--- src/fsd_pkg.sv ---
// Shared constants, types and tables for the Fourier series evaluator.
package fsd_pkg;

  localparam int NMOD     = 32;
  localparam int TABLES   = 3;
  localparam int SLOTS    = 32;
  localparam int CELLS    = SLOTS / 2;
  localparam int CNT_W    = $clog2(CELLS);
  localparam int TIDX_W   = (TABLES > 1) ? $clog2(TABLES) : 1;
  // Highest harmonic with a loadable pair; slots past the store read as zero.
  localparam int HARM_TOP = (NMOD / 2 - 1 < CELLS - 1) ? NMOD / 2 - 1 : CELLS - 1;

  localparam int COEF_W  = 32;
  localparam int TSEL_W  = 2;
  localparam int IDX_W   = 5;
  localparam int ANGLE_W = 16;
  localparam int OUT_W   = 48;
  localparam int ACC_W   = 56;
  localparam int SIN_W   = 16;

  localparam int          QUARTER      = 16384;
  localparam logic [31:0] HALF_PI_Q31  = 32'hC90FDAA2;
  localparam int          TAYLOR_STEPS = 7;

  localparam logic REQ_LOAD = 1'b0;
  localparam logic REQ_EVAL = 1'b1;

  typedef logic signed [COEF_W-1:0] coef_t;
  typedef coef_t [1:0] coef_pair_t;
  typedef coef_pair_t [TABLES-1:0] cell_data_t;

  // One Taylor iteration in flight: x^2, current term and running sum.
  typedef struct packed {
    logic               valid;
    logic               is_sin;
    logic               neg;
    logic [31:0]        x2;
    logic [31:0]        term;
    logic signed [32:0] sum;
  } taylor_t;

  // Exact divide by 2n(2n+1): q = (v * magic) >> (32 + shift) for v < 2^32.
  typedef struct packed {
    logic [32:0] magic;
    logic [3:0]  shift;
    logic        subtract;
  } taylor_cfg_t;

  localparam taylor_cfg_t TAYLOR_CFG [TAYLOR_STEPS] = '{
    '{magic: 33'(((65'd1 << 35) + 65'd5)   / 65'd6),   shift: 4'd3, subtract: 1'b1},
    '{magic: 33'(((65'd1 << 37) + 65'd19)  / 65'd20),  shift: 4'd5, subtract: 1'b0},
    '{magic: 33'(((65'd1 << 38) + 65'd41)  / 65'd42),  shift: 4'd6, subtract: 1'b1},
    '{magic: 33'(((65'd1 << 39) + 65'd71)  / 65'd72),  shift: 4'd7, subtract: 1'b0},
    '{magic: 33'(((65'd1 << 39) + 65'd109) / 65'd110), shift: 4'd7, subtract: 1'b1},
    '{magic: 33'(((65'd1 << 40) + 65'd155) / 65'd156), shift: 4'd8, subtract: 1'b0},
    '{magic: 33'(((65'd1 << 40) + 65'd209) / 65'd210), shift: 4'd8, subtract: 1'b1}
  };

  typedef struct packed {
    logic                    valid;
    logic                    is_sin;
    logic signed [SIN_W-1:0] value;
  } sine_res_t;

  typedef struct packed {
    logic                    done;
    logic signed [ACC_W-1:0] f0;
    logic signed [ACC_W-1:0] f1;
    logic signed [ACC_W-1:0] f2;
  } mac_stat_t;

  typedef enum logic [1:0] {
    ST_IDLE,
    ST_ISSUE,
    ST_WAIT,
    ST_DELIVER
  } state_t;

  localparam logic signed [ACC_W-1:0] OUT_MAX_ACC =
    {{(ACC_W - OUT_W + 1){1'b0}}, {(OUT_W - 1){1'b1}}};
  localparam logic signed [ACC_W-1:0] OUT_MIN_ACC = ~OUT_MAX_ACC;

  function automatic logic signed [OUT_W-1:0] sat_out(input logic signed [ACC_W-1:0] v);
    logic signed [ACC_W-1:0] c;
    begin
      c = v;
      if (v > OUT_MAX_ACC) c = OUT_MAX_ACC;
      if (v < OUT_MIN_ACC) c = OUT_MIN_ACC;
      return c[OUT_W-1:0];
    end
  endfunction

endpackage

--- src/fsd_coef_cell.sv ---
// Coefficient ring cell: one slot pair of every table, passed on when the ring turns.
module fsd_coef_cell import fsd_pkg::*; (
  input  logic              clk,
  input  logic              rst,
  input  logic              shift_en,
  input  cell_data_t        shift_in,
  input  logic              wr_en,
  input  logic [TIDX_W-1:0] wr_table,
  input  logic              wr_word,
  input  coef_t             wr_data,
  output cell_data_t        data
);

  always_ff @(posedge clk) begin
    if (rst) begin
      data <= '0;
    end else if (shift_en) begin
      data <= shift_in;
    end else if (wr_en) begin
      data[wr_table][wr_word] <= wr_data;
    end
  end

endmodule

--- config.mk ---
export PLATFORM = sky130hd
export DESIGN_NAME = fsd_coef_cell
export DESIGN_NICKNAME = d
export VERILOG_FILES = /design/src/fsd_pkg.sv /design/src/fsd_coef_cell.sv
export SDC_FILE = /design/constraint.sdc
export NUM_CORES = 1
export LEC_CHECK = 0
export BUFFER_PORTS_ARGS = -buffer_cell sky130_fd_sc_hd__buf_2
export CORE_AREA = 2 2 165 167
export CTS_BUF_LIST = sky130_fd_sc_hd__clkbuf_8 sky130_fd_sc_hd__clkbuf_16
export CTS_CLUSTER_SIZE = 30
export DETAILED_ROUTE_END_ITERATION = 8
export DIE_AREA = 0 0 167 169
export PLACE_DENSITY_LB_ADDON = 0.12
export RECOVER_POWER = 50
export SYNTH_ARGS = -nofsm -noshare
export SYNTH_HDL_FRONTEND = slang
export SYNTH_SLANG_ARGS = --single-unit
--- constraint.sdc ---
create_clock -name clk -period 1.4 [get_ports clk]
set_input_delay 0.07 -clock clk [delete_from_list [all_inputs] [get_ports clk]]
set_output_delay 0.07 -clock clk [all_outputs]
set_load 0.005 [all_outputs]
==> metrics, run 1 <==
clock skew 0 ns; row cnt 60; max reg flops approximately 190; vias in the first global route between 10,000 and 15,000; Iter 0 DRT Violations between 800 and 900; Reg area 3840 sq um; Die Y-Extent around 170 microns; Final setup viols 0; required time worst endpoint approximately 1.7 ns; switching power roughly 4.1 mW; Post-synth ARST share 0%; Final #Nets roughly 1,900; status finished, final reports clean; Post-Syn Area 9340 sq um; drt total wl ~38,000 microns; post-DP HPWL 26,200 microns; Ys Warns 0; Final Power 14.0 mW; GRT Total Usage around a quarter; Slew headroom a little over half; Syn Inst Count 1,044; Die ar. 28,200 sq um; crit path DAT 1.68 ns; drc violations 0; layout cell share with drive strength beyond 1 between 30 and 40%; Post-Syn Area per Cell around 9 sq um; worst-path maximum fanout 16; PortBufs between 400 and 500; vias per inst between 5 and 6; Chip Width between 150 and 200 microns; clock slew at reported path FFs about 0.080 ns; period utilization a little over nine tenths; Syn Nets between 1,000 and 1,500; startpoint types input pin; commonest cells in the netlist 192 x dfxtp_1, 186 x inv_1, 153 x nor3_1; global-route wire length before repair about 57,000 microns; CTS tree done; R2R Path Start data[65]; Post-synth EDFFs 0; Top Registers data (192); critical path class input pin to flop; Max-cap violations 0; worst hold-check path type input pin to flop; GPL Wtd Cong about 0.85; area grow syn2layout 57.9%; Sinks on Clock Net between 150 and 200; clock group share of total power about a third; global route overflow 0; fin util a little under three fifths; H-tree lvl count 4; antenna violations before repair 3; Post-synth top flop dfxtp_1; number of distinct library cells after synthesis 41; Period minus WS final around 1.4 ns; Vias ~11,000; RSZ-0062 raised after global routing no; cell with the most instances after synthesis dfxtp_1; pwr dens between 900 and 1000 nW/um^2; insertion delay to the later sink of the worst-skew pair 0.42 ns; fill count between 2,000 and 2,500; Leakage just under 7 nW; top cells by area, synth dfxtp_1 41%, o221a_2 12%, a2111oi_2 9.3%; Yosys reg bits 192; Worst IR Drop VDD just under 700 uV; worst-margin pin slew around 0.71 ns; wire length per cell roughly 19 microns; Final Max Tran Viols 0; Root Buffer Master clkbuf_16; Initial Util a little over a third; Pre-antenna DRT Iters 5; hold path startpoint shift_in[160]; Seq/Total Area, Yosys 41.2%; Final Hold Viols 0; Max Root-Sink Buffers 2; combinational share of power 21.6%; largest net degree at the start of global routing around 80; CP Launch Point wr_en; IO Pins ~420; ANT nets after route 0; area of the multi-input gates approximately 4300 sq um; critical path endpoint category flop; area share of the largest cell type after synthesis 41.2%; Num CTS Buffers 17; Flop pwr share 43.7%; final setup TNS 0 ns; Achievable Freq ~730 MHz; Internal about 9.9 mW; Synth area leader dfxtp_1; Largest Register data; core area around 27,000 sq um; Sw Ratio 29.1%
## layout by cell type, fill, tap and decap left out, types with 2 or more instances in the layout
cell type / count
a211oi_1: 2
a21oi_1: 111
clkbuf_16: 17
nor2_1: 6
a2111oi_1: 7
nand2_1: 10
a2111oi_2: 54
inv_1: 186
buf_2: 360
clkinv_4: 4
inv_8: 3
o221a_1: 6
clkinvlp_4: 2
nor3_1: 153
buf_4: 46
clkbuf_2: 3
a2111oi_0: 17
nand4bb_2: 2
dfxtp_1: 192
clkbuf_8: 2
o21ai_0: 2
and2_1: 31
dlygate4sd3_1: 205
nor2b_1: 31
inv_6: 2
o221a_2: 102
buf_1: 2
clkbuf_1: 60
and4bb_1: 3
a311oi_1: 2
buf_12: 21
## metal layers
layer	GRT usage (%)	routed length [microns]
met3	5.07	2550
met1	35.6	17200
met2	38.7	16700
met5	0	13
met4	10.4	1340
## worst max-delay path, stage by stage
cell	delay (ns)
buf_2	0.13
buf_4	0.18
nor3b_2	0.20
nand2_1	0.13
buf_12	0.17
o221a_2	0.24
dlygate4sd3_1	0.56
## stage by stage
| stage | std cells | instance area (sq um) | setup WS [ns] | hold WS (ns) |
|---|---|---|---|---|
| after global routing | 2010 | 14700 | 0.000696 | 0.0168 |
| final | 2010 | 14700 | 0.0310 | 0.0196 |
| after detailed placement | 1771 | 12300 | -0.0706 | 0.331 |
| after global placement | 1771 | 12300 | -0.0149 | 0.328 |
| after CTS | 2008 | 14900 | 0.0133 | 0.00520 |
| after floorplan | 1044 | 9340 | 0.131 | 0.209 |
## what timing repair did
item                       CTS  global route
hold endpoints to repair   188             0
setup endpoints to repair    0            15
hold buffers               205             0
resized for setup            0             2
setup buffers                0             1
## power by group through the flow
stage / clock network, mW / registers (mW) / logic, mW
global route: 5.20 / 6.17 / 3.28
floorplan: 0 / 6.25 / 1.26
detailed placement: 0 / 6.23 / 2.60
CTS: 4.95 / 6.11 / 3.07
global placement: 0 / 6.24 / 2.58
finish: 4.85 / 6.12 / 3.03
## path summary, 6_finish.rpt
check	endpoint	slack [ns]	depth (start not counted)
worst min register to register	data[63]	0.49	2
worst max register to register	data[65]	0.12	2
worst max-delay path	data[65]	0.03	7
worst min-delay path	data[160]	0.02	4
## cell type report
type,instances,area share [%]
well taps,341,2.89
clock buffers,19,3.07
flip-flops and latches,192,26.1
diodes,1,0.0170
inverters,186,4.74
clock inverters,13,0.832
repair buffers,700,33.2
multi-input cells,558,29.1
## cells by family (layout without fill, tap and decap cells)
logic type             after synthesis  after routing  share of synthesized area [%]
other                                0              1                              0
and+or+nand+nor                    250            250                           15.0
muxes                                1              1                          0.107
DFF                                192            192                           41.2
buffers and inverters              294            918                           12.7
AOI/OAI and AO/OA                  307            307                           31.1
Note: power is estimated with default switching activity, not from simulation.
==> run 2, diff against run 1 <==
--- a/config.mk
+++ b/config.mk
@@ -6,11 +6,13 @@
 export NUM_CORES = 1
 export LEC_CHECK = 0
 export BUFFER_PORTS_ARGS = -buffer_cell sky130_fd_sc_hd__buf_2
-export CORE_AREA = 2 2 165 167
+export CELL_PAD_IN_SITES_DETAIL_PLACEMENT = 1
+export CELL_PAD_IN_SITES_GLOBAL_PLACEMENT = 1
+export CORE_AREA = 2 2 169 171
 export CTS_BUF_LIST = sky130_fd_sc_hd__clkbuf_8 sky130_fd_sc_hd__clkbuf_16
 export CTS_CLUSTER_SIZE = 30
 export DETAILED_ROUTE_END_ITERATION = 8
-export DIE_AREA = 0 0 167 169
+export DIE_AREA = 0 0 171 173
 export PLACE_DENSITY_LB_ADDON = 0.12
 export RECOVER_POWER = 50
 export SYNTH_ARGS = -nofsm -noshare
==> metrics, run 2 (same netlist as run 1, synthesis figures left out) <==
IO Pins ~420; Leakage around 6.7 nW; PortBufs 422; clock group share of total power a little over a third; H-tree lvl count 4; switching power around 4.1 mW; setup bufs post-CTS 0; R2R Path Start data[191]; Slew headroom 52.9%; fill count ~3,400; Sinks on Clock Net ~190; crit path DAT 1.64 ns; largest net degree at the start of global routing 120; Final Hold Viols 0; critical path's top delay family buffers and inverters; Sw Ratio between 20 and 30%; Final setup viols 0; Iter 0 DRT Violations between 600 and 700; wire length per cell between 20 and 25 microns; GRT Total Usage around 28%; crit path max-delay cell type dlygate4sd3_1; combinational share of power between 20% and 30%; Internal 9.93 mW; clock skew 0 ns; Levels on crit path 7; dpl cells 1,795; worst-path maximum fanout 16; Chip Width between 150 and 200 microns; startpoint types input pin; post-DP HPWL 28,300 microns; Reg area a little under 4000 sq um; critical path endpoint category flop; critical path class input pin to flop; Top Registers data (192); global route overflow 0; area of the multi-input gates 4310 sq um; global-route wire length before repair 63,300 microns; worst hold-check path type input pin to flop; max reg flops between 150 and 200; clock slew at reported path FFs around 0.070 ns; antenna violations before repair 7; Largest Register data; area grow syn2layout 56.8%; Die ar. a little under 30,000 sq um; vias per inst around 5.2; vias in the first global route between 10,000 and 15,000; hold endpoint data[144]; required time worst endpoint 1.72 ns; Pre-antenna DRT Iters 7; row cnt 61; CTS tree done; Worst IR Drop VDD roughly 660 uV; drt total wl ~42,000 microns; FF-to-FF End data[191]; Root Buffer Master clkbuf_16; Vias around 11,000; insertion delay to the later sink of the worst-skew pair ~0.43 ns; layout cell share with drive strength beyond 1 between 30% and 40%; Worst R2R Path Depth 3; CP peak stage delay between 0.5 and 0.6 ns; period utilization between 90% and 100%; CP bufs+invs 4; Max-cap violations 0; core area about 28,000 sq um; final cell count without fillers 2,039; commonest non-fill, non-tap cells in the layout 346 x buf_2, 205 x dlygate4sd3_1, 192 x dfxtp_1; Final Max Tran Viols 0; drc violations 0; final setup TNS 0 ns; Flop pwr share 43.6%; worst-margin pin slew around 0.7 ns; pwr dens roughly 960 nW/um^2; commonest non-fill, non-tap cell in the layout buf_2; Initial Util 33.8%; ANT nets after route 0; GPL Wtd Cong 0.846; Achievable Freq roughly 750 MHz; Final #Nets 1,872; RSZ-0062 raised after global routing no; Min-Delay Path Depth 3; hold path startpoint wr_data[16]; r2r setup slk about 0.11 ns; status finished, final reports clean; worst-path cell chain buf_2, buf_4, nor3b_4, nand2_2, buf_12, o221a_2, dlygate4sd3_1; Die Y-Extent ~170 microns; Num CTS Buffers 17; Period minus WS final roughly 1.3 ns; Max Root-Sink Buffers 2
-- run 2: cell count changes in the layout (fill, tap and decap cells not counted), sizes merged --
cell,previous run,this run
clkinvlp,2,6
clkinv,6,0
diode,1,7
clkbuf,83,97
buf,431,401
bufinv,0,1
inv,191,194
-- run 2: stage by stage --
stage	setup WS, ns	area, sq um	hold WS [ns]	power [mW]	utilization (%)
after CTS	0.0203	14800	0.00355	14.2	53.5
after global routing	0.0149	14600	0.0378	14.7	53.0
after floorplan	0.131	9340	0.209	7.50	-
after global placement	-0.0741	12200	0.327	8.79	44.0
final	0.0726	14600	0.0225	14.1	53.0
after detailed placement	-0.161	12200	0.335	8.83	44.0
-- run 2: worst max-delay path by stage --
stage | startpoint | endpoint | slack [ns]
final | wr_word | data[65] | 0.07
after global routing | wr_word | data[77] | 0.01
after CTS | wr_table[0] | data[65] | 0.02
after detailed placement | wr_word | data[33] | -0.16
after global placement | wr_word | data[16] | -0.07
after floorplan | wr_table[0] | data[0] | 0.13
-- run 2: power groups by stage --
| stage | Sequential, mW | Clock, mW | Combinational [mW] |
|---|---|---|---|
| final | 6.12 | 4.89 | 3.04 |
| after global routing | 6.17 | 5.21 | 3.30 |
| after CTS | 6.11 | 5.02 | 3.08 |
| after detailed placement | 6.23 | 0 | 2.60 |
| after global placement | 6.23 | 0 | 2.55 |
| after floorplan | 6.25 | 0 | 1.26 |
-- run 2: final cells by class --
class	instances	share of cell area, %
multi-input cells	558	29.5
clock buffers	17	2.91
repair buffers	686	32.3
flip-flops and latches	192	26.3
inverters	186	4.77
clock inverters	15	0.940
diodes	7	0.120
well taps	378	3.23
-- run 2: repair_timing --
item                                    CTS  global route
resized for setup                         0             3
hold buffers                            205             0
hold endpoints to repair                188             0
endpoints found under the setup margin    0            15
-- run 2: worst min-delay path, stage by stage --
cell and delay [ns]:
buf_2 0.11, or3_1 0.11, o211a_1 0.13
-- run 2: routing by layer --
metal  part of all wire (%)  global-route usage, %
met3                    5.7                   5.93
met1                     45                   35.9
met4                    3.8                   11.4
met5                      0                      0
met2                     46                   44.2
==> run 3, diff against run 2 <==
--- a/config.mk
+++ b/config.mk
@@ -5,16 +5,18 @@
 export SDC_FILE = /design/constraint.sdc
 export NUM_CORES = 1
 export LEC_CHECK = 0
+export ABC_AREA = 1
 export BUFFER_PORTS_ARGS = -buffer_cell sky130_fd_sc_hd__buf_2
 export CELL_PAD_IN_SITES_DETAIL_PLACEMENT = 1
 export CELL_PAD_IN_SITES_GLOBAL_PLACEMENT = 1
-export CORE_AREA = 2 2 169 171
+export CORE_AREA = 2 2 186 188
 export CTS_BUF_LIST = sky130_fd_sc_hd__clkbuf_8 sky130_fd_sc_hd__clkbuf_16
 export CTS_CLUSTER_SIZE = 30
 export DETAILED_ROUTE_END_ITERATION = 8
-export DIE_AREA = 0 0 171 173
+export DIE_AREA = 0 0 188 190
 export PLACE_DENSITY_LB_ADDON = 0.12
 export RECOVER_POWER = 50
+export REMOVE_ABC_BUFFERS = 1
 export SYNTH_ARGS = -nofsm -noshare
 export SYNTH_HDL_FRONTEND = slang
 export SYNTH_SLANG_ARGS = --single-unit
==> metrics, run 3 <==
Pre-antenna DRT Iters 5; Post-Syn Area 10,700 sq um; IO Pins about 420; global route overflow 0; simple-gate share of the synthesized area between 40% and 50%; global-route wire length before repair 77,300 microns; CP endpoint data[161]; ANT nets after route 0; vias in the first global route about 14,000; Post-Syn Area per Cell 5.97 sq um; period utilization ~94%; top cells by area, synth dfxtp_1 36%, nand2_1 19%, nor2_1 15%; cell with the most instances after synthesis nand2_1; Die ar. ~36,000 sq um; row cnt 68; drt total wl around 50,000 microns; mux share of post-synthesis cell area 0%; pwr dens roughly 940 nW/um^2; final cell count without fillers ~2,800; worst-margin pin slew ~0.65 ns; clock skew 0 ns; Yosys reg bits 192; worst-path maximum fanout 12; R2R Path Start data[1]; Initial Util a little under a third; Final setup viols 0; Post-synth ARST share 0%; r2r setup slk 0.14 ns; Final Hold Viols 0; post-DP HPWL between 30,000 and 40,000 microns; required time worst endpoint 1.75 ns; Post-synth EDFFs 0; fill count approximately 4,600; core area 33,900 sq um; Synth area leader dfxtp_1; Iter 0 DRT Violations approximately 600; largest net degree at the start of global routing roughly 110; Die Y-Extent 190 microns; commonest non-fill, non-tap cells in the layout 553 x nand2_1, 420 x buf_2, 416 x nor2_1; Num CTS Buffers 17; drc violations 0; wire length per cell around 18 microns; Final Max Tran Viols 0; startpoint types input pin; dpl cells approximately 2,600; GRT Total Usage between 20% and 30%; Period minus WS final 1.32 ns; Sinks on Clock Net about 190; FF-to-FF End data[1]; Worst IR Drop VDD between 900 and 1000 uV; Max Root-Sink Buffers 2; max reg flops around 190; Reg area between 3000 and 4000 sq um; Synth Area in Adders 0%; Achievable Freq 759 MHz; Seq/Total Area, Yosys 36.0%; clock slew at reported path FFs 0.07 ns; Worst R2R Path Depth 4; crit path DAT roughly 1.7 ns; H-tree lvl count 4; Top Registers data (192); Post-synth top flop dfxtp_1; number of distinct library cells after synthesis 18; critical path endpoint category flop; CP Launch Point wr_table[0]; status finished, final reports clean; Final #Nets about 2,600; Largest Register data; area share of the largest cell type after synthesis a little over a third; antenna violations before repair 10; Max-cap violations 0; worst hold-check path type input pin to flop; Root Buffer Master clkbuf_16; area of the multi-input gates about 5600 sq um; Vias 13,600; vias per inst 4.79; RSZ-0062 raised after global routing no; XOR/XNOR Fraction of Synth Area 0%; layout cell share with drive strength beyond 1 ~22%; critical path class input pin to flop; PortBufs approximately 420; Compound-Gate Fraction of Synth Area between 6 and 7%; CTS tree done; Chip Width 188 microns; main combinational cell family by area after synthesis simple AND/OR/NAND/NOR gates; insertion delay to the later sink of the worst-skew pair roughly 0.45 ns; Ys Warns 0; Syn Inst Count ~1,800; Slew headroom 56.5%; commonest non-fill, non-tap cell in the layout nand2_1; Leakage roughly 8.5 nW; GPL Wtd Cong 0.827; commonest cells in the netlist 550 x nand2_1, 417 x nor2_1, 192 x dfxtp_1; area grow syn2layout 50.4%; fin util a little under half
run 3: changes by cell type after synthesis, moves of 58 or more:
cell,change
a2111oi_2,-58
nor2_1,+411
o221a_2,-102
nand2_1,+540
a21oi_1,-111
nor3_1,-153
nand3b_1,+64
o21ai_0,+122
nand3_1,+135
run 3: power breakdown:
group          internal [mW]  leakage, nW  switching (mW)
logic                   1.75         6.63            2.13
registers               5.91         1.59           0.231
clock network           2.73        0.283            2.40
total                   10.4         8.51            4.76
run 3: worst min path at each step:
stage	endpoint	slack (ns)	start	cells past startpoint
after global placement	data[35]	0.38	shift_in[35]	5
after detailed placement	data[54]	0.40	shift_in[54]	5
after CTS	data[13]	0.003	rst	4
after global routing	data[13]	0.03	rst	4
after floorplan	data[0]	0.29	shift_en	4
final	data[45]	0.02	rst	4
run 3: final cells by class:
| class | instances | share of cell area, % |
|---|---|---|
| multi-input cells | 1306 | 34.6 |
| flip-flops and latches | 192 | 23.9 |
| inverters | 165 | 3.92 |
| clock inverters | 13 | 0.865 |
| diodes | 8 | 0.125 |
| clock buffers | 19 | 2.82 |
| well taps | 455 | 3.55 |
| repair buffers | 684 | 30.1 |
run 3: timing repair:
item                                    4_1_cts  5_1_grt
hold buffers                                200        0
endpoints found under the setup margin        0        2
setup buffers                                 0        0
resized for setup                             0        3
hold endpoints to repair                    190        0
run 3: metrics by stage:
stage	instance area, sq um	worst slack, ns	power (mW)	TNS [ns]	hold slack, ns
after floorplan	10000	-1.67	7.85	-318.49	0.287
after global placement	13500	0.154	9.60	0	0.380
after detailed placement	13500	0.120	9.69	0	0.395
after CTS	16100	0.102	15.3	0	0.00335
after global routing	16100	0.00339	16.0	0	0.0287
final	16100	0.0833	15.1	0	0.0157
run 3: layer usage:
layer | up-vias | GRT usage, % | share of wire [%]
met1 | 6449 | 33.2 | 42
met5 | - | 0 | 0.045
met4 | 4 | 14.1 | 4.4
met3 | 116 | 5.57 | 5.6
li1 | 6606 | - | -
met2 | 430 | 47.6 | 48
run 3: critical path: stages:
cell           delay (ns)
buf_2                0.15
inv_2                0.10
nand3_2              0.12
nand2_1              0.18
nand2_8              0.13
buf_4                0.19
nor2_1               0.10
nor2_1               0.05
dlygate4sd3_1        0.55
run 3: kinds of logic (layout without fill, tap and decap cells):
logic type	count (synthesis)	in the layout
buf+inv	291	881
other cells	0	8
simple gates	1178	1178
flops	192	192
compound gates	128	128
